## config.mk

```make
export PLATFORM = sky130hd
export DESIGN_NAME = square_ring_perimeter_walker
export DESIGN_NICKNAME = d
export VERILOG_FILES = /design/src/hdl/srpw_pkg.sv /design/src/hdl/square_ring_perimeter_walker.sv /design/src/hdl/srpw_walk.sv /design/src/hdl/srpw_emit.sv
export VERILOG_INCLUDE_DIRS = /design/src /design/src/hdl
export SDC_FILE = /design/constraint.sdc
export NUM_CORES = 1
export LEC_CHECK = 0
export ABC_AREA = 0
export BUFFER_PORTS_ARGS = -buffer_cell sky130_fd_sc_hd__buf_4
export CAP_MARGIN = 30
export CORE_UTILIZATION = 60
export CTS_CLUSTER_DIAMETER = 50
export DETAILED_ROUTE_END_ITERATION = 12
export PLACE_DENSITY = 0.87
export SLEW_MARGIN = 5
export SYNTH_ARGS = -nofsm -noshare
export SYNTH_HDL_FRONTEND = slang
export SYNTH_SLANG_ARGS = --single-unit
```

## constraint.sdc

```tcl
create_clock -name clk -period 8 [get_ports clk]
set_clock_uncertainty 0.1 [all_clocks]
set_input_delay 1.6 -clock clk [delete_from_list [all_inputs] [get_ports clk]]
set_output_delay 1.6 -clock clk [all_outputs]
set_load 0.005 [all_outputs]
```

## src/hdl/square_ring_perimeter_walker_macros.svh

```systemverilog
// Assertion macros used by the ring walker emit stage.
`ifndef SQUARE_RING_PERIMETER_WALKER_MACROS_SVH
`define SQUARE_RING_PERIMETER_WALKER_MACROS_SVH

// Same-cycle implication, sampled on clk, off while rst_n is low.
`define SRPW_ASSERT_NOW(lbl, ante, cons, msg) \
    lbl: assert property (@(posedge clk) disable iff (!rst_n) (ante) |-> (cons)) \
        else $error(msg);

// Next-cycle implication, sampled on clk, off while rst_n is low.
`define SRPW_ASSERT_NEXT(lbl, ante, cons, msg) \
    lbl: assert property (@(posedge clk) disable iff (!rst_n) (ante) |=> (cons)) \
        else $error(msg);

`endif

```

## src/hdl/srpw_pkg.sv

```systemverilog
// Package: shared types, widths and register indexes of the ring walker.
package srpw_pkg;

    localparam int RAD_W   = 4;   // ring_radius register width
    localparam int SIDE_W  = 13;  // grid_rows / grid_cols register width
    localparam int POS_W   = 12;  // coordinate port width
    localparam int COORD_W = 14;  // signed working coordinate, covers -8..4103
    localparam int IDX_W   = 2;

    localparam int DEF_MAX_RADIUS    = 8;
    localparam int DEF_MAX_GRID_SIDE = 4096;

    localparam logic [IDX_W-1:0] REG_RING_RADIUS = 2'd0;
    localparam logic [IDX_W-1:0] REG_GRID_ROWS   = 2'd1;
    localparam logic [IDX_W-1:0] REG_GRID_COLS   = 2'd2;

    localparam logic [RAD_W-1:0]  RESET_RADIUS = 4'd1;
    localparam logic [SIDE_W-1:0] RESET_SIDE   = 13'd4096;

    typedef enum logic [3:0] {
        W_IDLE,
        W_ROW0,
        W_COL0,
        W_CENTER,
        W_TOP,
        W_RIGHT,
        W_BOTTOM,
        W_LEFT,
        W_DONE
    } srpw_state_t;

    // walker -> emitter
    typedef struct packed {
        logic                      cand_vld;
        logic signed [COORD_W-1:0] row;
        logic signed [COORD_W-1:0] col;
        logic                      fin;
    } srpw_walk_t;

    // emitter -> walker
    typedef struct packed {
        logic adv;
        logic fin_ack;
    } srpw_emit_t;

endpackage

```

## src/hdl/square_ring_perimeter_walker.sv

```systemverilog
// Top level of the square ring perimeter walker.
// Usage:
//   Config: write ring_radius (index 0), grid_rows (1), grid_cols (2) with wr_en,
//   wr_index, wr_data while the block is idle. Radius (low 4 bits of wr_data) above
//   MAX_RADIUS and sides above MAX_GRID_SIDE saturate.
//   Input: one center per center_valid/center_ready transfer. center_ready is high
//   only while no ring is in progress.
//   Output: ring cells inside the grid, clockwise from the top-left corner, one per
//   cell_valid/cell_ready transfer; last_cell marks the final one. A ring wholly
//   outside the grid gives nothing. Radius zero gives the center once.
//   Timing: after the input transfer the sequencer passes setup states W_ROW0 and
//   W_COL0, then steps one ring position per cycle while the emitter advances
//   (8*radius positions, or 1 at radius zero), then ends in W_DONE. center_ready
//   stays low until the ring is finished, so a new center waits for it; the single
//   coordinate adder serves every step.
//   Stall: one cell is held back to resolve last_cell and one sits in the output
//   register; when cell_ready stays low the walk halts on the next inside cell.
//   Reset: rst_n clears the walk and output valid; registers return to radius 1,
//   4096 rows, 4096 columns.
module square_ring_perimeter_walker #(
    parameter int MAX_RADIUS    = srpw_pkg::DEF_MAX_RADIUS,
    parameter int MAX_GRID_SIDE = srpw_pkg::DEF_MAX_GRID_SIDE
) (
    input  logic                            clk,
    input  logic                            rst_n,
    input  logic                            wr_en,
    input  logic [srpw_pkg::IDX_W-1:0]      wr_index,
    input  logic [srpw_pkg::SIDE_W-1:0]     wr_data,
    input  logic                            center_valid,
    output logic                            center_ready,
    input  logic [srpw_pkg::POS_W-1:0]      center_row,
    input  logic [srpw_pkg::POS_W-1:0]      center_col,
    output logic                            cell_valid,
    input  logic                            cell_ready,
    output logic [srpw_pkg::POS_W-1:0]      cell_row,
    output logic [srpw_pkg::POS_W-1:0]      cell_col,
    output logic                            last_cell
);

    localparam int CAP_W = $clog2(MAX_GRID_SIDE + 1);
    localparam int LIM_W = (CAP_W > srpw_pkg::SIDE_W) ? CAP_W : srpw_pkg::SIDE_W;

    logic [srpw_pkg::RAD_W-1:0]  radius_reg, radius_next;
    logic [srpw_pkg::SIDE_W-1:0] rows_reg, rows_next;
    logic [srpw_pkg::SIDE_W-1:0] cols_reg, cols_next;
    logic [LIM_W-1:0]            rows_lim, cols_lim;

    srpw_pkg::srpw_walk_t walk;
    srpw_pkg::srpw_emit_t emit;

    always_comb
    begin
        radius_next = radius_reg;
        rows_next   = rows_reg;
        cols_next   = cols_reg;
        if (wr_en)
        begin
            unique case (wr_index)
                srpw_pkg::REG_RING_RADIUS: radius_next = wr_data[srpw_pkg::RAD_W-1:0];
                srpw_pkg::REG_GRID_ROWS:   rows_next   = wr_data;
                srpw_pkg::REG_GRID_COLS:   cols_next   = wr_data;
                default:                   radius_next = radius_reg;
            endcase
        end
    end

    always_ff @(posedge clk or negedge rst_n)
    begin
        if (!rst_n)
        begin
            radius_reg <= srpw_pkg::RESET_RADIUS;
            rows_reg   <= srpw_pkg::RESET_SIDE;
            cols_reg   <= srpw_pkg::RESET_SIDE;
        end
        else
        begin
            radius_reg <= radius_next;
            rows_reg   <= rows_next;
            cols_reg   <= cols_next;
        end
    end

    assign rows_lim = (LIM_W'(rows_reg) > LIM_W'(MAX_GRID_SIDE))
                      ? LIM_W'(MAX_GRID_SIDE) : LIM_W'(rows_reg);
    assign cols_lim = (LIM_W'(cols_reg) > LIM_W'(MAX_GRID_SIDE))
                      ? LIM_W'(MAX_GRID_SIDE) : LIM_W'(cols_reg);

    srpw_walk #(
        .MAX_RADIUS (MAX_RADIUS)
    ) u_walk (
        .clk          (clk),
        .rst_n        (rst_n),
        .center_valid (center_valid),
        .center_ready (center_ready),
        .center_row   (center_row),
        .center_col   (center_col),
        .radius       (radius_reg),
        .emit         (emit),
        .walk         (walk)
    );

    srpw_emit #(
        .LIM_W (LIM_W)
    ) u_emit (
        .clk        (clk),
        .rst_n      (rst_n),
        .walk       (walk),
        .emit       (emit),
        .rows_lim   (rows_lim),
        .cols_lim   (cols_lim),
        .cell_valid (cell_valid),
        .cell_ready (cell_ready),
        .cell_row   (cell_row),
        .cell_col   (cell_col),
        .last_cell  (last_cell)
    );

endmodule

```

## src/hdl/srpw_walk.sv

```systemverilog
// Ring sequencer: one shared adder steps the ring a coordinate a cycle on emit.adv.
module srpw_walk #(
    parameter int MAX_RADIUS = srpw_pkg::DEF_MAX_RADIUS
) (
    input  logic                           clk,
    input  logic                           rst_n,
    input  logic                           center_valid,
    output logic                           center_ready,
    input  logic [srpw_pkg::POS_W-1:0]     center_row,
    input  logic [srpw_pkg::POS_W-1:0]     center_col,
    input  logic [srpw_pkg::RAD_W-1:0]     radius,
    input  srpw_pkg::srpw_emit_t           emit,
    output srpw_pkg::srpw_walk_t           walk
);

    localparam int CNT_W = (2 * MAX_RADIUS > 1) ? $clog2(2 * MAX_RADIUS) : 1;
    localparam int CW    = srpw_pkg::COORD_W;

    srpw_pkg::srpw_state_t state_reg, state_next;

    logic signed [CW-1:0]             row_reg, row_next;
    logic signed [CW-1:0]             col_reg, col_next;
    logic [srpw_pkg::RAD_W-1:0]       k_reg, k_next;
    logic [CNT_W-1:0]                 cnt_reg, cnt_next;

    logic                             accept;
    logic                             side_last;
    logic [CNT_W-1:0]                 side_end;
    logic signed [CW-1:0]             add_a, add_b, add_sum;

    assign accept    = center_valid && center_ready;
    // each side covers 2k cells, corner first
    assign side_end  = CNT_W'(({1'b0, k_reg} << 1) - 5'd1);
    assign side_last = (cnt_reg == side_end);

    // the one adder every step goes through
    assign add_sum = add_a + add_b;

    always_comb
    begin
        state_next = state_reg;
        unique case (state_reg)
            srpw_pkg::W_IDLE:
                if (center_valid) state_next = srpw_pkg::W_ROW0;
            srpw_pkg::W_ROW0:
                state_next = srpw_pkg::W_COL0;
            srpw_pkg::W_COL0:
                state_next = (k_reg == '0) ? srpw_pkg::W_CENTER : srpw_pkg::W_TOP;
            srpw_pkg::W_CENTER:
                if (emit.adv) state_next = srpw_pkg::W_DONE;
            srpw_pkg::W_TOP:
                if (emit.adv && side_last) state_next = srpw_pkg::W_RIGHT;
            srpw_pkg::W_RIGHT:
                if (emit.adv && side_last) state_next = srpw_pkg::W_BOTTOM;
            srpw_pkg::W_BOTTOM:
                if (emit.adv && side_last) state_next = srpw_pkg::W_LEFT;
            srpw_pkg::W_LEFT:
                if (emit.adv && side_last) state_next = srpw_pkg::W_DONE;
            srpw_pkg::W_DONE:
                if (emit.fin_ack) state_next = srpw_pkg::W_IDLE;
            default:
                state_next = srpw_pkg::W_IDLE;
        endcase
    end

    always_comb
    begin
        center_ready  = 1'b0;
        walk.cand_vld = 1'b0;
        walk.fin      = 1'b0;
        walk.row      = row_reg;
        walk.col      = col_reg;
        add_a         = row_reg;
        add_b         = CW'(1);
        unique case (state_reg) inside
            srpw_pkg::W_IDLE:
                center_ready = 1'b1;
            srpw_pkg::W_ROW0:
            begin
                add_a = row_reg;
                add_b = -CW'(k_reg);
            end
            srpw_pkg::W_COL0:
            begin
                add_a = col_reg;
                add_b = -CW'(k_reg);
            end
            srpw_pkg::W_CENTER:
                walk.cand_vld = 1'b1;
            srpw_pkg::W_TOP:
            begin
                walk.cand_vld = 1'b1;
                add_a         = col_reg;
                add_b         = CW'(1);
            end
            srpw_pkg::W_RIGHT:
            begin
                walk.cand_vld = 1'b1;
                add_a         = row_reg;
                add_b         = CW'(1);
            end
            srpw_pkg::W_BOTTOM:
            begin
                walk.cand_vld = 1'b1;
                add_a         = col_reg;
                add_b         = -CW'(1);
            end
            srpw_pkg::W_LEFT:
            begin
                walk.cand_vld = 1'b1;
                add_a         = row_reg;
                add_b         = -CW'(1);
            end
            srpw_pkg::W_DONE:
                walk.fin = 1'b1;
            default:
                center_ready = 1'b0;
        endcase
    end

    always_comb
    begin
        row_next = row_reg;
        col_next = col_reg;
        k_next   = k_reg;
        cnt_next = cnt_reg;
        if (accept)
        begin
            row_next = CW'(center_row);
            col_next = CW'(center_col);
            k_next   = (radius > srpw_pkg::RAD_W'(MAX_RADIUS))
                       ? srpw_pkg::RAD_W'(MAX_RADIUS) : radius;
            cnt_next = '0;
        end
        else if (state_reg == srpw_pkg::W_ROW0)
            row_next = add_sum;
        else if (state_reg == srpw_pkg::W_COL0)
            col_next = add_sum;
        else if (emit.adv && (state_reg == srpw_pkg::W_TOP || state_reg == srpw_pkg::W_BOTTOM))
        begin
            col_next = add_sum;
            cnt_next = side_last ? '0 : cnt_reg + 1'b1;
        end
        else if (emit.adv && (state_reg == srpw_pkg::W_RIGHT || state_reg == srpw_pkg::W_LEFT))
        begin
            row_next = add_sum;
            cnt_next = side_last ? '0 : cnt_reg + 1'b1;
        end
    end

    always_ff @(posedge clk or negedge rst_n)
    begin
        if (!rst_n)
        begin
            state_reg <= srpw_pkg::W_IDLE;
            cnt_reg   <= '0;
        end
        else
        begin
            state_reg <= state_next;
            cnt_reg   <= cnt_next;
        end
    end

    always_ff @(posedge clk)
    begin
        row_reg <= row_next;
        col_reg <= col_next;
        k_reg   <= k_next;
    end

endmodule

```

## src/hdl/srpw_emit.sv

```systemverilog
// Clip and emit stage: grid check, one-cell hold for last marking, output register.
`include "square_ring_perimeter_walker_macros.svh"

module srpw_emit #(
    parameter int LIM_W = srpw_pkg::SIDE_W
) (
    input  logic                       clk,
    input  logic                       rst_n,
    input  srpw_pkg::srpw_walk_t       walk,
    output srpw_pkg::srpw_emit_t       emit,
    input  logic [LIM_W-1:0]           rows_lim,
    input  logic [LIM_W-1:0]           cols_lim,
    output logic                       cell_valid,
    input  logic                       cell_ready,
    output logic [srpw_pkg::POS_W-1:0] cell_row,
    output logic [srpw_pkg::POS_W-1:0] cell_col,
    output logic                       last_cell
);

    localparam int CW = srpw_pkg::COORD_W;
    localparam int PW = srpw_pkg::POS_W;

    logic          pend_vld_reg, pend_vld_next;
    logic [PW-1:0] pend_row_reg, pend_row_next;
    logic [PW-1:0] pend_col_reg, pend_col_next;
    logic          out_vld_reg, out_vld_next;
    logic [PW-1:0] out_row_reg, out_row_next;
    logic [PW-1:0] out_col_reg, out_col_next;
    logic          out_last_reg, out_last_next;

    logic          in_grid;
    logic          out_free;
    logic          take;

    assign in_grid = !walk.row[CW-1] && !walk.col[CW-1]
                     && (LIM_W'(walk.row[CW-2:0]) < rows_lim)
                     && (LIM_W'(walk.col[CW-2:0]) < cols_lim);

    assign out_free = !out_vld_reg || cell_ready;

    // a cell outside the grid is dropped at once; an inside one needs the hold slot
    assign emit.adv     = walk.cand_vld && (!in_grid || !pend_vld_reg || out_free);
    assign emit.fin_ack = walk.fin && (!pend_vld_reg || out_free);
    assign take         = emit.adv && in_grid;

    always_comb
    begin
        pend_vld_next = pend_vld_reg;
        pend_row_next = pend_row_reg;
        pend_col_next = pend_col_reg;
        out_vld_next  = out_vld_reg && !cell_ready;
        out_row_next  = out_row_reg;
        out_col_next  = out_col_reg;
        out_last_next = out_last_reg;
        if (take)
        begin
            if (pend_vld_reg)
            begin
                out_vld_next  = 1'b1;
                out_row_next  = pend_row_reg;
                out_col_next  = pend_col_reg;
                out_last_next = 1'b0;
            end
            pend_vld_next = 1'b1;
            pend_row_next = walk.row[PW-1:0];
            pend_col_next = walk.col[PW-1:0];
        end
        else if (emit.fin_ack && pend_vld_reg)
        begin
            out_vld_next  = 1'b1;
            out_row_next  = pend_row_reg;
            out_col_next  = pend_col_reg;
            out_last_next = 1'b1;
            pend_vld_next = 1'b0;
        end
    end

    always_ff @(posedge clk or negedge rst_n)
    begin
        if (!rst_n)
        begin
            pend_vld_reg <= 1'b0;
            out_vld_reg  <= 1'b0;
        end
        else
        begin
            pend_vld_reg <= pend_vld_next;
            out_vld_reg  <= out_vld_next;
        end
    end

    always_ff @(posedge clk)
    begin
        pend_row_reg <= pend_row_next;
        pend_col_reg <= pend_col_next;
        out_row_reg  <= out_row_next;
        out_col_reg  <= out_col_next;
        out_last_reg <= out_last_next;
    end

    assign cell_valid = out_vld_reg;
    assign cell_row   = out_row_reg;
    assign cell_col   = out_col_reg;
    assign last_cell  = out_last_reg;

    `SRPW_ASSERT_NEXT(a_fin_clears_hold, emit.fin_ack, !pend_vld_reg,
        "hold slot still full after ring finish")
    `SRPW_ASSERT_NEXT(a_push_not_last, take && pend_vld_reg, out_vld_reg && !out_last_reg,
        "displaced cell not shown as a non-final transfer")
    `SRPW_ASSERT_NEXT(a_flush_is_last, emit.fin_ack && pend_vld_reg, out_vld_reg && out_last_reg,
        "final cell not flagged last")
    `SRPW_ASSERT_NOW(a_no_overrun, (take && pend_vld_reg) || (emit.fin_ack && pend_vld_reg),
        out_free, "output register overwritten before transfer")

endmodule
```

==> metrics.md <==
| Metric | Value |
|---|---|
| Core area | `9819 sq um` |
| Port Buf Inserts | `70` |
| Antenna viol nets, final | `0` |
| Largest stage delay, worst path | `0.64 ns` |
| Initial core utilization | `62.12%` |
| Synth Flop Type | `edfxtp_1` |
| Crit end category | `flip-flop` |
| Synth Register Bits | `121` |
| Drt via density | `5.975` |
| Reg2reg path depth | `11` |
| GRT Overall Usage | `27.73%` |
| Critical path arrival | `4.28 ns` |
| Routed WL per cell | `18.79 um` |
| Hold Path Depth | `0` |
| WL final | `13.64 mm` |
| Fin cells | `726` |
| Clock Latency Late Sink | `0.53 ns` |
| Number of remaining DRC errors | `0` |
| CTS H-tree depth | `4` |
| Static leakage | `3.062 nW` |
| Initial antenna violation count | `0` |
| Post-DP Area | `6741 sq um` |
| Die H | `102.8 um` |
| Post-DP HPWL | `9.378 mm` |
| Die W | `102.8 um` |
| Hold path endpoint | `u_emit.cell_col[6]` |
| Status | `finished, final reports clean` |
| Worst setup SP type | `flip-flop` |
| Yosys cell types | `66` |
| Cell count after placement | `692` |
| Synth Net Count | `589` |
| Root buffer cell | `clkbuf_8` |
| TritonCTS clock tree | `yes` |
| Max Freq | `252.0 MHz` |
| Finished Cell Area | `7418 sq um` |
| Hold Vio Cnt, Final | `0` |
| Final setup vio count | `0` |
| Power Density | `530.3 nW/um^2` |
| Worst hold path type | `reg -> reg` |
| R2r setup slk | `4.03 ns` |
| Final WS setup | `4.032 ns` |
| Data required time of the worst path | `8.31 ns` |
| Syn_area_per_cell | `12.10 sq um` |
| DR iter-0 viols | `291` |
| Worst r2r src | `u_walk.state_reg[2]` |
| Post_cts resized | `0` |
| Nets | `665` |
| Post-synth top area share | `37.91%` |
| Share of layout cells above drive strength 1 | `28.33%` |
| Routed vias | `4,338` |
| Place WS | `4.056 ns` |
| Sequential cell area fraction in the yosys report | `55.69%` |
| Slew Viols, Final | `0` |
| CTS Hold Buffers Added | `0` |
| Total Power | `3.934 mW` |
| Crit-path slowest cell | `dfrtp_1` |
| CP dominant cell by count | `o21ai_0` |
| Tcrit/Tclk final | `49.60%` |
| Clk sinks | `121` |
| Final min period | `3.968 ns` |
| Max-Cap Viols | `0` |
| Clk slew on worst S/H paths | `0.06 ns` |
| Unrepaired setup endpoints after global routing | `false` |
| Crit path kind | `reg -> reg` |
| Warning count from the yosys run | `0` |
| Ranking of synthesized cells by area | `edfxtp_1 38%, dfrtp_1 15%, ha_1 8.2%, mux2_2 8.1%, nand2_1 5.5%` |
| Slew HR | `45.11%` |
| Ys async rst share | `33.06%` |
| Largest net degree at the start of global routing | `41` |
| Postcts setup bufs | `0` |
| HP Start | `u_emit.pend_col_reg[6]` |
| Global-route wire length before repair | `21.20 mm` |
| Util after Layout | `75.55%` |
| Count leader, synth | `nand2_1` |
| Worst slew pin tran | `0.8209 ns` |
| Leading area contributor after synthesis | `edfxtp_1` |
| N_diodes | `0` |
| CTS buffer count | `17` |
| Crit-path leading delay family | `compound AO/OA/AOI/OAI gates` |
| Critical path depth in cells | `11` |
| CP Launch Point | `u_walk.state_reg[2]` |
| Drt first pass iters | `5` |
| Total grt overflow | `0` |
| Post-synth EDFFs | `77` |
| Syn Inst Count | `504` |
| Crit-path max FO | `16` |
| CTS Buffer Depth | `2` |
| Final TNS setup | `0 ns` |
| RR Endpoint | `u_walk.row_reg[13]` |
| Area delta synth->final | `21.62%` |
| Synthesized area | `6100 sq um` |
| Peak supply drop | `0.2785 mV` |
| Critical Path, Cell by Cell | `nor2_1 > nor3_2 > mux2_2 > ha_1 > a211oi_1 > o21ai_0 > a2111o_1 > a31oi_1 > o21ai_0 > xnor2_1 > mux2_1` |
| WHS | `0.3169 ns` |
| Row Count | `36` |
| Die Area | `10,570 sq um` |
| RePlAce Congestion | `0.9746` |
| Worst Path Buf+Inv | `0` |
| IO Pins | `71` |
| Most frequent cells after synthesis | `90 x nand2_1, 77 x edfxtp_1, 44 x mux2_2` |
| Vias in the first global route | `4,317` |
-- power breakdown --
group          internal (mW)  switching (mW)  total [mW]
registers               1.06           0.152        1.21
logic                  0.847            1.08        1.92
clock network          0.535           0.268       0.803
-- routing by layer --
metal | GRT usage (%) | share of wire [%] | vias up
li1 | - | - | 2016
met1 | 32.83 | 40 | 2095
met2 | 47.18 | 51 | 193
met3 | 7.729 | 5.9 | 34
met4 | 12.68 | 2.5 | 0
met5 | 0 | 0 | -
-- cell families (layout without fill, tap and decap cells) --
family / Yosys count / count (layout) / synth area share (%)
flops: 121 / 121 / 55.69
simple gates: 162 / 162 / 12.70
compound gates: 89 / 89 / 10.13
mux: 48 / 48 / 8.841
xor+xnor: 16 / 16 / 2.297
fa+ha+maj: 41 / 41 / 8.533
buf+inv: 27 / 116 / 1.805
-- how the worst max path moves through the flow --
stage	endpoint	slack, ns
CTS	u_walk.row_reg[13]	4.04
global route	u_walk.row_reg[13]	3.86
global placement	u_walk.row_reg[7]	4.13
detailed placement	u_walk.row_reg[5]	4.06
floorplan	u_emit.cell_col[0]	3.99
finish	u_walk.row_reg[13]	4.03
-- cell usage in the layout (no fill, tap or decap), types with 5 or more instances in the layout --
| master | instances |
|---|---|
| nand2_1 | 90 |
| mux2_2 | 44 |
| nand3b_1 | 5 |
| clkbuf_16 | 16 |
| nor3_1 | 7 |
| buf_4 | 72 |
| ha_1 | 40 |
| inv_1 | 10 |
| or2_2 | 5 |
| dfrtp_1 | 37 |
| xor2_1 | 5 |
| nor2_1 | 13 |
| nand2b_1 | 5 |
| a31oi_1 | 5 |
| a21oi_1 | 25 |
| bufinv_16 | 5 |
| xnor2_1 | 11 |
| o21ai_0 | 17 |
| edfxtp_1 | 77 |
| a21o_1 | 11 |
| nor2b_1 | 8 |
| nand3_1 | 6 |
-- area by class of cell --
cell class	instances	area (sq um)
sequential	121	3397
inverter	10	37.54
fill	623	2401
clock buffer	19	421.7
clock inverter	13	200.2
tap	133	166.4
timing repair buffer	74	595.6
multi-input combinational	356	2600
No activity file was read; power rests on OpenSTA's default activity.
